`config.mk`:
```
export PLATFORM = sky130hd
export DESIGN_NAME = mtc_merge
export DESIGN_NICKNAME = d
export VERILOG_FILES = /design/src/rtl/assert_macros.svh /design/src/rtl/mtc_pkg.sv /design/src/rtl/mtc_merge.sv
export SDC_FILE = /design/constraint.sdc
export NUM_CORES = 1
export LEC_CHECK = 0
export BUFFER_PORTS_ARGS = -buffer_cell sky130_fd_sc_hd__buf_2
export CAP_MARGIN = 30
export CORE_MARGIN = 2
export CORE_UTILIZATION = 54
export CTS_BUF_LIST = sky130_fd_sc_hd__clkbuf_8
export DETAILED_ROUTE_END_ITERATION = 8
export PLACE_DENSITY = 0.8
export SYNTH_ARGS = -nofsm -noshare
export SYNTH_HDL_FRONTEND = slang
export SYNTH_SLANG_ARGS = --single-unit
```
`constraint.sdc`:
```
create_clock -name clk_i -period 10 [get_ports clk_i]
set_input_delay 0.5 -clock clk_i [delete_from_list [all_inputs] [get_ports clk_i]]
set_output_delay 0.5 -clock clk_i [all_outputs]
set_load 0.03 [all_outputs]
```
`src/rtl/assert_macros.svh`:
```
// ----------------------------------------------------------------------------
// Assertion macros
// Clocked assertion wrappers used by the trend classifier RTL.
// ----------------------------------------------------------------------------
`ifndef ASSERT_MACROS_SVH
`define ASSERT_MACROS_SVH

// Property checked on every rising clock edge outside reset.
`define MTC_ASSERT(lbl, prop, msg) \
  lbl: assert property (@(posedge clk_i) disable iff (!rst_ni) prop) else $error(msg);

// Implication checked in the same cycle outside reset.
`define MTC_ASSERT_IMPL(lbl, ante, cons, msg) \
  lbl: assert property (@(posedge clk_i) disable iff (!rst_ni) (ante) |-> (cons)) else $error(msg);

`endif

```
`src/rtl/mtc_pkg.sv`:
```
// ----------------------------------------------------------------------------
// mtc_pkg
// Constants, types and helper functions of the multichannel trend classifier.
// ----------------------------------------------------------------------------
package mtc_pkg;

  localparam int WINDOW_LEN = 10;
  localparam int NUM_CH     = 5;
  localparam int SAMPLE_W   = 32;
  localparam int LIMIT_W    = 31;
  localparam int CONF_W     = 7;
  localparam int CFG_IDX_W  = 3;
  localparam int CFG_DATA_W = 32;

  localparam int CNT_W = $clog2(WINDOW_LEN + 1);
  localparam int IDX_W = $clog2(WINDOW_LEN);

  // Least-squares constants for x = 1..N
  localparam int SUM_X     = WINDOW_LEN * (WINDOW_LEN + 1) / 2;
  localparam int SLOPE_DEN = WINDOW_LEN * WINDOW_LEN * (WINDOW_LEN * WINDOW_LEN - 1) / 12;
  localparam int WT_DEN    = 10;
  localparam int COEF_W    = $clog2(WINDOW_LEN * (WINDOW_LEN - 1) / 2 + 1) + 1;
  localparam int PROD_W    = COEF_W + SAMPLE_W;

  // Digit-serial divider: eight quotient bits per cycle
  localparam int NUM_W   = 48;
  localparam int CHUNK_W = 8;
  localparam int DIV_CYC = NUM_W / CHUNK_W;
  localparam int REM_W   = ($clog2(SLOPE_DEN + 1) > 4) ? $clog2(SLOPE_DEN + 1) : 4;

  // Variance arithmetic widths
  localparam int SY_W      = SAMPLE_W + $clog2(WINDOW_LEN) + 1;
  localparam int HALF_W    = SY_W / 2;
  localparam int VAR_W     = 4 * HALF_W;
  localparam int SQ_W      = 2 * SAMPLE_W;
  localparam int VAR_SCALE = WINDOW_LEN * (WINDOW_LEN - 1) * 65536;

  // Lane sequence: walk, drain, divider setup, divider digits, result
  localparam int LANE_STEPS = WINDOW_LEN + 2 + DIV_CYC;
  localparam int STEP_W     = $clog2(LANE_STEPS + 1);

  localparam int WEIGHT [NUM_CH] = '{4, 3, 1, 1, 1};

  localparam logic [CONF_W-1:0] CONF_ANOM   = 7'd95;
  localparam logic [CONF_W-1:0] CONF_OSC    = 7'd80;
  localparam logic [CONF_W-1:0] CONF_SLOPE  = 7'd85;
  localparam logic [CONF_W-1:0] CONF_STABLE = 7'd90;
  localparam logic [CONF_W-1:0] CONF_KEEP   = 7'd60;

  localparam logic signed [NUM_W-1:0] SAT_MAX = NUM_W'(2147483647);
  localparam logic signed [NUM_W-1:0] SAT_MIN = -SAT_MAX - 1;

  typedef enum logic [2:0] {
    TR_STABLE = 3'd0,
    TR_INC    = 3'd1,
    TR_DEC    = 3'd2,
    TR_OSC    = 3'd3,
    TR_ANOM   = 3'd4
  } trend_e;

  typedef enum logic [1:0] {
    S_IDLE,
    S_LANE,
    S_MERGE,
    S_DONE
  } seq_e;

  typedef enum logic [CFG_IDX_W-1:0] {
    REG_STABLE = 3'd0,
    REG_RISE   = 3'd1,
    REG_FALL   = 3'd2,
    REG_OSC    = 3'd3,
    REG_ANOM   = 3'd4
  } cfg_reg_e;

  typedef struct packed {
    logic              run;
    logic [STEP_W-1:0] step;
  } lane_ctrl_t;

  typedef struct packed {
    logic load;
    logic step;
  } mrg_ctrl_t;

  typedef struct packed {
    logic signed [SAMPLE_W-1:0] slope;
    logic                       osc;
    logic                       anom;
  } lane_res_t;

  typedef struct packed {
    logic [REM_W-1:0]   rem;
    logic [CHUNK_W-1:0] quo;
  } div_res_t;

  // Slope weight of window tap k: N*(k+1) - sum(x)
  function automatic logic signed [COEF_W-1:0] tap_coef(input logic [IDX_W-1:0] k);
    int c;
    c = WINDOW_LEN * (int'(k) + 1) - SUM_X;
    return COEF_W'(c);
  endfunction

  // One chunk of restoring long division, MSB first
  function automatic div_res_t div_chunk(input logic [REM_W-1:0]   rem,
                                         input logic [CHUNK_W-1:0] bits,
                                         input logic [REM_W-1:0]   dvsr);
    logic [REM_W:0]   r;
    logic [REM_W-1:0] cur;
    div_res_t         res;
    cur = rem;
    res = '0;
    for (int i = CHUNK_W - 1; i >= 0; i--) begin
      r = {cur, bits[i]};
      if (r >= {1'b0, dvsr}) begin
        r = r - {1'b0, dvsr};
        res.quo[i] = 1'b1;
      end
      cur = r[REM_W-1:0];
    end
    res.rem = cur;
    return res;
  endfunction

  // Clamp to the signed sample range
  function automatic logic signed [SAMPLE_W-1:0] sat_sample(input logic signed [NUM_W-1:0] v);
    logic signed [NUM_W-1:0] c;
    c = v;
    if (v > SAT_MAX) c = SAT_MAX;
    if (v < SAT_MIN) c = SAT_MIN;
    return SAMPLE_W'(c);
  endfunction

endpackage

```
`src/rtl/mtc_merge.sv`:
```
// ----------------------------------------------------------------------------
// mtc_merge
// Weighted trend over the lane slopes and classification of the window.
// ----------------------------------------------------------------------------
module mtc_merge (
  input  logic                                clk_i,
  input  mtc_pkg::mrg_ctrl_t                  ctrl_i,
  input  mtc_pkg::lane_res_t                  res_i [mtc_pkg::NUM_CH],
  input  mtc_pkg::trend_e                     held_i,
  input  logic [mtc_pkg::LIMIT_W-1:0]         stable_limit_i,
  input  logic signed [mtc_pkg::SAMPLE_W-1:0] rise_limit_i,
  input  logic signed [mtc_pkg::SAMPLE_W-1:0] fall_limit_i,
  output logic signed [mtc_pkg::SAMPLE_W-1:0] wt_o,
  output mtc_pkg::trend_e                     cls_o,
  output logic [mtc_pkg::CONF_W-1:0]          conf_o
);
  import mtc_pkg::*;

  logic                    neg_q;
  logic [NUM_W-1:0]        dvd_q;
  logic [NUM_W-1:0]        quo_q;
  logic [REM_W-1:0]        rem_q;

  logic signed [NUM_W-1:0] wsum;
  logic                    any_anom, any_osc;
  logic [SAMPLE_W-1:0]     wt_mag;
  div_res_t                dres;

  // Combine lane results
  always_comb begin
    wsum     = '0;
    any_anom = 1'b0;
    any_osc  = 1'b0;
    for (int ch = 0; ch < NUM_CH; ch++) begin
      wsum     = wsum + NUM_W'(res_i[ch].slope) * NUM_W'(WEIGHT[ch]);
      any_anom = any_anom | res_i[ch].anom;
      any_osc  = any_osc | res_i[ch].osc;
    end
    dres = div_chunk(rem_q, dvd_q[NUM_W-1 -: CHUNK_W], REM_W'(WT_DEN));
  end

  // Divide the weighted sum by ten, eight bits per cycle
  always_ff @(posedge clk_i) begin
    if (ctrl_i.load) begin
      neg_q <= wsum[NUM_W-1];
      dvd_q <= (wsum[NUM_W-1] ? NUM_W'(-wsum) : NUM_W'(wsum)) + NUM_W'(WT_DEN / 2);
      quo_q <= '0;
      rem_q <= '0;
    end else if (ctrl_i.step) begin
      dvd_q <= dvd_q << CHUNK_W;
      quo_q <= {quo_q[NUM_W-CHUNK_W-1:0], dres.quo};
      rem_q <= dres.rem;
    end
  end

  // Classify by priority: anomaly, oscillation, rise, fall, stable, keep
  always_comb begin
    wt_o   = sat_sample(neg_q ? -$signed(quo_q) : $signed(quo_q));
    wt_mag = wt_o[SAMPLE_W-1] ? SAMPLE_W'(-wt_o) : SAMPLE_W'(wt_o);
    if (any_anom) begin
      cls_o  = TR_ANOM;
      conf_o = CONF_ANOM;
    end else if (any_osc) begin
      cls_o  = TR_OSC;
      conf_o = CONF_OSC;
    end else if (wt_o > rise_limit_i) begin
      cls_o  = TR_INC;
      conf_o = CONF_SLOPE;
    end else if (wt_o < fall_limit_i) begin
      cls_o  = TR_DEC;
      conf_o = CONF_SLOPE;
    end else if (wt_mag <= {1'b0, stable_limit_i}) begin
      cls_o  = TR_STABLE;
      conf_o = CONF_STABLE;
    end else begin
      cls_o  = held_i;
      conf_o = CONF_KEEP;
    end
  end

endmodule

```
# Word level (Yosys, flattened, before mapping)

Cells that the tools add are included.

Input port bits: 271
Flip-flop bits (word level): 107
Logic and storage cells: 76

Bitwise operators: 8
Add/sub/neg operators: 16
$lt $le $gt $ge: 13
Muxes and demuxes: 33
Reductions and logical operators: 1
Multipliers: 1

Operators by type and width:

| operator                                                                             | count |
|---|---|
| 48-bit 2-to-1 mux                                                                    | 4 |
| 32-bit 2-to-1 mux                                                                    | 3 |
| 11-bit by 4-bit greater-or-equal comparator with 1-bit output, second input constant | 8 |
| 10-bit 2-to-1 mux                                                                    | 8 |
| 10-bit by 4-bit subtractor with 10-bit output, second input constant                 | 8 |
| 48-bit by 4-bit adder with 48-bit output, second input constant                      | 1 |
| 48-bit by 32-bit > comparator with 1-bit output, second input constant               | 1 |
| 48-bit by 32-bit less-than comparator with 1-bit output, second input constant       | 1 |
| 39-bit negator with 48-bit output                                                    | 1 |
| 48-bit negator                                                                       | 1 |
| 38-bit by 32-bit adder with 39-bit output                                            | 1 |
| 37-bit by 32-bit adder with 38-bit output                                            | 1 |
| 36-bit by 32-bit adder with 37-bit output                                            | 1 |
| 34-bit by 35-bit adder with 36-bit output                                            | 1 |
| 32-bit by 3-bit multiplier with 35-bit output, second input constant                 | 1 |
| 7-bit 2-to-1 mux                                                                     | 5 |
| 32-bit > comparator                                                                  | 1 |
| 32-bit by 31-bit less-or-equal comparator with 1-bit output                          | 1 |
| 32-bit less-than comparator                                                          | 1 |
| 32-bit negator                                                                       | 1 |
| 3-bit 2-to-1 mux                                                                     | 5 |
| 1-bit 2-to-1 mux                                                                     | 8 |
| 1-bit bitwise OR                                                                     | 8 |
| 2-bit nonzero test                                                                   | 1 |

# Depth between registers and ports, before layout

Gate-level depths: netlist of run 1.

Depth in word-level cells: 16
Depth in mapped cells: 56

# Least setup slack after synthesis of run 1

Ideal clock, no wire load.

Kind: register to register
From: register rem_q[0]
To: register rem_q[2]
Slack: -0.602 ns
Cell stages (with the launch flop): 56
Required time: 9.914 ns
Period minus slack after synthesis: 10.602 ns
Arrival time: 10.516 ns
Cells stage by stage: dfxtp_1 inv_1 ha_1 nand2b_1 and4_1 buf_2 xnor2_1 inv_1 ha_1 inv_1 a2bb2oi_2 and3_1 buf_6 xnor2_2 inv_2 ha_1 nor2_1 and4_1 [20 not listed] a31o_2 o21ai_2 nand2_4 xnor2_1 ha_1 nor4_1 nor2_1 nand3_2 nor2_4 xnor2_1 ha_1 a311o_1 o2111ai_1 or3_4 nor4b_4 buf_6 mux2_1 a211oi_1

Cells in the longest elaborated chain, start to end: 16
Elaborated cells between the ends (all ways): 24

RTL lines:

| item                                                                                                                                  | RTL line                       | source |
|---|---|---|
| start, declared                                                                                                                       | mtc_merge.sv:22                | `logic [REM_W-1:0] rem_q;` |
| start signal, assigned                                                                                                                | mtc_merge.sv:52                | `rem_q <= dres.rem;` |
| 10-bit by 4-bit subtractor with 10-bit output / 11-bit by 4-bit greater-or-equal comparator with 1-bit output (equally long branches) | mtc_pkg.sv:116, mtc_pkg.sv:115 |  |
| 10-bit 2-to-1 mux *                                                                                                                   | mtc_pkg.sv:115                 | `if (r >= {1'b0, dvsr}) begin` |
| 10-bit by 4-bit subtractor with 10-bit output / 11-bit by 4-bit greater-or-equal comparator with 1-bit output (equally long branches) | mtc_pkg.sv:116, mtc_pkg.sv:115 |  |
| 10-bit 2-to-1 mux *                                                                                                                   | mtc_pkg.sv:115                 |  |
| 10-bit by 4-bit subtractor with 10-bit output / 11-bit by 4-bit greater-or-equal comparator with 1-bit output (equally long branches) | mtc_pkg.sv:116, mtc_pkg.sv:115 |  |
| 10-bit 2-to-1 mux *                                                                                                                   | mtc_pkg.sv:115                 |  |
| 10-bit by 4-bit subtractor with 10-bit output / 11-bit by 4-bit greater-or-equal comparator with 1-bit output (equally long branches) | mtc_pkg.sv:116, mtc_pkg.sv:115 |  |
| 10-bit 2-to-1 mux *                                                                                                                   | mtc_pkg.sv:115                 |  |
| 10-bit by 4-bit subtractor with 10-bit output / 11-bit by 4-bit greater-or-equal comparator with 1-bit output (equally long branches) | mtc_pkg.sv:116, mtc_pkg.sv:115 |  |
| 10-bit 2-to-1 mux *                                                                                                                   | mtc_pkg.sv:115                 |  |
| 10-bit by 4-bit subtractor with 10-bit output / 11-bit by 4-bit greater-or-equal comparator with 1-bit output (equally long branches) | mtc_pkg.sv:116, mtc_pkg.sv:115 |  |
| 10-bit 2-to-1 mux *                                                                                                                   | mtc_pkg.sv:115                 |  |
| 11-bit by 4-bit greater-or-equal comparator with 1-bit output / 10-bit by 4-bit subtractor with 10-bit output (equally long branches) | mtc_pkg.sv:115, mtc_pkg.sv:116 |  |
| 10-bit 2-to-1 mux *                                                                                                                   | mtc_pkg.sv:115                 |  |
| 10-bit by 4-bit subtractor with 10-bit output / 11-bit by 4-bit greater-or-equal comparator with 1-bit output (equally long branches) | mtc_pkg.sv:116, mtc_pkg.sv:115 |  |
| 10-bit 2-to-1 mux *                                                                                                                   | mtc_pkg.sv:115                 |  |

Mark *: on every way between the ends. The rest lies on a longest branch, timed or not.
A chain may end at the register's enable or synchronous reset.

# Final worst setup path of run 1

From: register quo_q[13]
To: output port cls_o[0]

Cells in the longest elaborated chain, start to end: 13
Elaborated cells between the ends (all ways): 16

RTL lines:

| item                                                        | RTL line        | source |
|---|---|---|
| start, declared                                             | mtc_merge.sv:21 | `logic [NUM_W-1:0] quo_q;` |
| start signal, assigned                                      | mtc_merge.sv:51 | `quo_q <= {quo_q[NUM_W-CHUNK_W-1:0], dres.quo};` |
| 48-bit negator                                              | mtc_merge.sv:58 | `wt_o = sat_sample(neg_q ? -$signed(quo_q) : $signed(quo_q));` |
| 48-bit 2-to-1 mux *                                         | mtc_merge.sv:58 |  |
| 48-bit by 32-bit > comparator with 1-bit output             | mtc_pkg.sv:129  | `if (v > SAT_MAX) c = SAT_MAX;` |
| 32-bit 2-to-1 mux                                           | mtc_pkg.sv:129  |  |
| 32-bit 2-to-1 mux *                                         | mtc_pkg.sv:130  | `if (v < SAT_MIN) c = SAT_MIN;` |
| 32-bit negator                                              | mtc_merge.sv:59 | `wt_mag = wt_o[SAMPLE_W-1] ? SAMPLE_W'(-wt_o) : SAMPLE_W'(wt_o);` |
| 32-bit 2-to-1 mux                                           | mtc_merge.sv:59 |  |
| 32-bit by 31-bit less-or-equal comparator with 1-bit output | mtc_merge.sv:72 | `end else if (wt_mag <= {1'b0, stable_limit_i}) begin` |
| 3-bit 2-to-1 mux                                            | mtc_merge.sv:72 |  |
| 3-bit 2-to-1 mux                                            | mtc_merge.sv:69 | `end else if (wt_o < fall_limit_i) begin` |
| 3-bit 2-to-1 mux *                                          | mtc_merge.sv:66 | `end else if (wt_o > rise_limit_i) begin` |
| 3-bit 2-to-1 mux *                                          | mtc_merge.sv:63 | `end else if (any_osc) begin` |
| 3-bit 2-to-1 mux *                                          | mtc_merge.sv:60 | `if (any_anom) begin` |
| end, declared                                               | mtc_merge.sv:14 | `output mtc_pkg::trend_e cls_o,` |

Marked as above.

==> metrics.txt, run 1 <==
status=finished, final reports clean; Worst-path clk slew=0.10 ns; count leader, synth=nor2_1; post-synthesis xor/xnor area fraction=0.09263; Place WS=0.002552 ns; share of the synthesized area in the top cell type=0.1444; Post-CTS Hold Fix Bufs=0; Nets=3011; max cap viols=0; DR iter-0 viols=1295; R2R cell count=47; DR WL/cell=16.76 um; Ports=313; die area=34850 um2; vias in the first global route=17040; Final Instance Count excl. Fillers=2880; R2R setup slack=0.73 ns; final hold violations=0; max incr delay on CP=0.61 ns; Post-synth top cells=189 x nor2_1, 177 x ha_1, 166 x inv_1; ys async rst share=0; Setup Skew=0.01937 ns; root buf cell=clkbuf_8; placed standard-cell area=20240 um2; Buf+Inv Stages, Crit Path=4; Worst Path Required=9.50 ns; final worst slack=0.4920 ns; syn_nets=2707; Die Y-Extent=186.7 um; largest net degree at the start of global routing=80; Crit Reg-Reg Endpoint=rem_q[2]; Tcrit/Tclk final=0.9508; CTS Buf Count=9; core footprint=32700 um2; simple logic cell fraction of the synthesized area=0.1936; first-pass GRT wire length=80.22 mm; CP Max Fanout=26; Tmin final=9.508 ns; Yosys top cell by area=fa_1; Synth warnings=0; Main synth FF type=dfxtp_1; Starting Density=0.5510; post-route ant nets=0; timing endpoint of the critical path=cls_o[0]; Routed WL=48.27 mm; count of flip-flops with a built-in enable after synthesis=49; unique cell type count in the Yosys netlist=108; crit path launch type=flop; FF-to-FF Start=rem_q[2]; dominant cells by area after synthesis=fa_1 14%, ha_1 12%, edfxtp_1 8.2%; Sink Count=107; max-slew violation count=0; Worst Tran Pin Value=0.9806 ns; syn avg cell area=8.464 um2; final setup fails=0; critical path's most frequent cell=a21oi_1; Crit Path Class=flop to output port; Inserted Diodes=0; Vias=17100; aggregate global-route resource usage=0.2703; Final GP Congestion=0.9151; RSZ-0062 raised after global routing=yes; critical path launch point=quo_q[13]; critical path depth in cells=35; port bufs=311; CTS tree=done; largest family of logic cells by synthesized area=adder cells; sequential share of the synthesized area=0.1461; Synth Instances=2129; Hold Crit Class=flop to flop; maximum root-to-sink buffer count=2; H-tree level count=3; crit path DAT=9.01 ns; Worst path top cell family by delay=simple AND/OR/NAND/NOR gates; Compound-Gate Fraction of Synth Area=0.1959; Pre-antenna DRT Iters=6; design area=20650 um2; site row count=66; Synth Area in Adders=0.2673; Yosys reg bits=107; Crit. End Element=output port; Placed Cells=2856; slowest CP cell=or4_1; DRC Markers=0; fmax=0.1052 GHz; share of cells above drive strength 1=0.2104; setup tns final=0 ns; post-synthesis mux area share=0.04992; mapped cell area=18020 um2; initial antenna violation count=0; Layout area overhead=14.61%; Die Wd=186.7 um; Detail Placement HPWL=39.79 mm; Slew headroom=0.3463; vias per cell=5.939; Worst-Skew Late Latency=0.38 ns; GRT overflow=0
## stage by stage
step                  util  hold WS [ns]
finish              0.6315        0.5110
global route        0.6315        0.5172
CTS                 0.6248        0.4999
detailed placement  0.6188        0.5219
global placement    0.6188        0.5107
floorplan                -        0.4734
## cell families (layout without fill, tap and decap cells)
kind of cell               Yosys count  count (layout)
muxes                               85              85
other                                1               1
AOI/OAI and AO/OA                  527             527
adders and majority gates          307             307
xor gates and xnor gates           188             188
and+or+nand+nor                    668             668
buffers and inverters              246             555
DFF                                107             107
## layout make-up
cell class                 count  area (um2)
sequential                   107        2638
clock buffer                   9       123.9
clock inverter                 7       51.30
fill                        2871       12050
timing repair buffer         371        2013
multi-input combinational   1776       14640
inverter                     168       630.6
tap                          442       553.0
## flip-flops by register name (all words and copies together) (netlist names)
signal,cells
dvd_q,48
quo_q,48
neg_q,1
rem_q,10
## worst min-delay path by stage
| stage | from | to | depth (start not counted) |
|---|---|---|---|
| CTS | ctrl_i[1] | quo_q[41] | 2 |
| global route | ctrl_i[1] | quo_q[36] | 2 |
| floorplan | dvd_q[40] | rem_q[0] | 2 |
| global placement | rem_q[1] | rem_q[1] | 2 |
| detailed placement | rem_q[1] | rem_q[1] | 2 |
| finish | rem_q[1] | rem_q[1] | 2 |
## layout by cell type, fill, tap and decap left out, types with 35 or more instances in the layout
cell type	n
nor3_1	52
fa_1	130
nand4_1	39
nor2_1	185
edfxtp_1	49
dfxtp_1	56
buf_4	60
ha_1	171
inv_1	168
nand2_1	103
nand2b_1	35
xnor2_1	93
a21oi_1	145
xor2_1	86
o21ai_0	109
nand3_1	40
buf_2	310
nor2b_1	45
mux2i_1	48
## worst register-to-register path: cells and delay by family (launching register included)
family	cells	cell delay, ns
flops	1	0.58
xor+xnor	6	0.82
fa+ha+maj	6	1.29
simple gates	17	3.36
buf+inv	7	0.76
compound gates	10	2.01
mux	1	0.36
## routing by layer
layer	global-route usage	share of wire	vias to the layer above
li1	-	-	8281
met2	0.4777	0.49	579
met4	0.06654	0.019	0
met1	0.3513	0.44	8162
met5	0	0	-
met3	0.03235	0.052	82
## repair_timing
item,in CTS,in global routing
buffers inserted,0,8
resized for setup,3,35
gates cloned,0,0
setup endpoints to repair,12,25
pin swaps,0,6
Power of run 1 is not shown: default switching activity piles up to over one toggle a cycle in this logic, so the estimate is an artifact.
==> inputs of run 2 (changes only) <==
Settings changed: CORE_ASPECT_RATIO from default to 1.4.
==> run 2 against run 1 <==
Maximum frequency shrank 0.51%. First-iteration DRC count shrank 10%. Clock skew shrank 0.0082 ns. Register-to-register slack lost 0.06 ns. Flip-flop and latch count is the same. Setup slack lost 0.049 ns. Critical path type unchanged. Wire length grew 1.4%. Utilization shrank 0.48 points.
==> metrics.txt, run 2 (same netlist as run 1, synthesis figures left out) <==
Ports=313 (unchanged); setup tns final=0 ns (unchanged); Die Wd=158.4 um (-15%); met3 usage in global routing=0.02389 (-0.008456); post-route ant nets=0 (unchanged); Worst-path clk slew=0.09 ns (about the same); met2 GRT Util=0.5300 (+0.05230); commonest cells after routing, fill and taps aside=310 x buf_2, 185 x nor2_1, 171 x ha_1; Crit Path Class=flop to output port; Tcrit/Tclk final=0.9557 (+0.004906); max cap viols=0 (unchanged); crit path DAT=9.06 ns (+0.05 ns); share of cells above drive strength 1=0.2111 (+0.0007109); first-pass GRT wire length=78.89 mm (-1.7%); Sink Count=107 (unchanged); Crit. End Element=output port; die area=34870 um2 (about the same); Slew headroom=0.3361 (-0.01017); Routed WL=48.94 mm (+1.4%); Inserted Diodes=0 (unchanged); Tmin final=9.557 ns (+0.04906 ns); maximum root-to-sink buffer count=2 (unchanged); fmax=0.1046 GHz (-0.51%); max-slew violation count=0 (unchanged); vias per cell=5.949 (+0.18%); Vias=17190 (+0.49%); critical path's most frequent cell=a21oi_1; root buf cell=clkbuf_8; site row count=79 (+20%); Hold Crit Class=flop to flop; DR WL/cell=16.94 um (+1.1%); Layout area overhead=14.82%; Worst Tran Pin Value=0.9958 ns (+0.01526 ns); CTS tree=done; Final GP Congestion=0.9474 (+3.5%); Largest regs=dvd_q (48), quo_q (48), rem_q (10); status=finished, final reports clean; final hold violations=0 (unchanged); GRT overflow=0 (unchanged); Die Y-Extent=220.1 um (+18%); Post-CTS Hold Fix Bufs=0 (unchanged); Starting Density=0.5458 (-0.005221); max incr delay on CP=0.60 ns (about the same); busiest layer in global routing=met2; port bufs=311 (unchanged); Worst Path Required=9.50 ns (about the same); H-tree level count=3 (unchanged); met1 GRT Util=0.2970 (-0.05430); Detail Placement HPWL=40.79 mm (+2.5%); crit path launch type=flop; vias in the first global route=17180 (+0.80%); Setup Skew=0.01121 ns (-0.008155 ns); largest net degree at the start of global routing=82 (+2.5%); aggregate global-route resource usage=0.2743 (+0.003991); Pre-antenna DRT Iters=6 (unchanged); DRC Markers=0 (unchanged); RSZ-0062 raised after global routing=no; CP Max Fanout=25 (-3.8%); initial antenna violation count=0 (unchanged); final setup fails=0 (unchanged); CTS Buf Count=9 (unchanged); most common cell after layout, fill and taps aside=buf_2; DR iter-0 viols=1166 (-10%); Nets=3017 (+0.20%); slowest CP cell=or4_1; Worst-Skew Late Latency=0.38 ns (about the same); core footprint=33010 um2 (+0.96%)
[run 2: cell types whose count changed in the layout (fill, tap and decap cells not counted), sizes merged]
cell      previous run  this run
inv                172       168
clkinvlp             2         3
clkinv               1         3
buf                371       377
bufinv               0         1
[run 2: worst paths after layout]
| path | cells after the start | slack (ns) | startpoint | end |
|---|---|---|---|---|
| max | 35 | 0.44 | quo_q[13] | cls_o[0] |
| min reg2reg | 2 | 0.50 | rem_q[1] | rem_q[1] |
| max reg2reg | 51 | 0.67 | rem_q[1] | rem_q[6] |
| min | 2 | 0.50 | rem_q[1] | rem_q[1] |
[run 2: what timing repair did]
| action | in CTS | in global routing |
|---|---|---|
| setup buffers | 0 | 7 |
| setup endpoints to repair | 0 | 17 |
| resized for setup | 0 | 32 |
[run 2: layout make-up]
class,instances,area (um2)
fillers,2909,12320
clock inverters,7,67.56
inverters,168,630.6
multi-input cells,1776,14620
flip-flops and latches,107,2638
repair buffers,377,2054
clock buffers,9,123.9
well taps,445,556.8
[run 2: critical path: cells and delay by family, from the launching register on]
kind	cells	cell delay, ns
adder cells (fa/ha/maj)	1	0.33
buffers and inverters	4	0.94
AND/OR/NAND/NOR	14	4.26
AO/OA/AOI/OAI	14	2.45
XOR/XNOR	2	0.33
flip-flops	1	0.38
[run 2: routing by layer]
layer,up-vias,share of wire
li1,8304,-
met1,8159,0.38
met2,575,0.53
met3,150,0.041
met4,0,0.048
met5,-,0
[run 2: per-stage QoR]
stage / utilization / instances / instance area (um2) / worst slack, ns / hold WS, ns
final: 0.6267 / 2889 / 20690 / 0.4429 / 0.5045
after global routing: 0.6267 / 2889 / 20690 / 0.02806 / 0.5368
after floorplan: - / 2129 / 18060 / 0.02119 / 0.4734
after global placement: 0.6146 / 2866 / 20290 / 0.5319 / 0.5060
after CTS: 0.6204 / 2882 / 20480 / 0.1045 / 0.5291
after detailed placement: 0.6146 / 2866 / 20290 / 0.2437 / 0.5136
Power of run 2 is left out for the same reason.
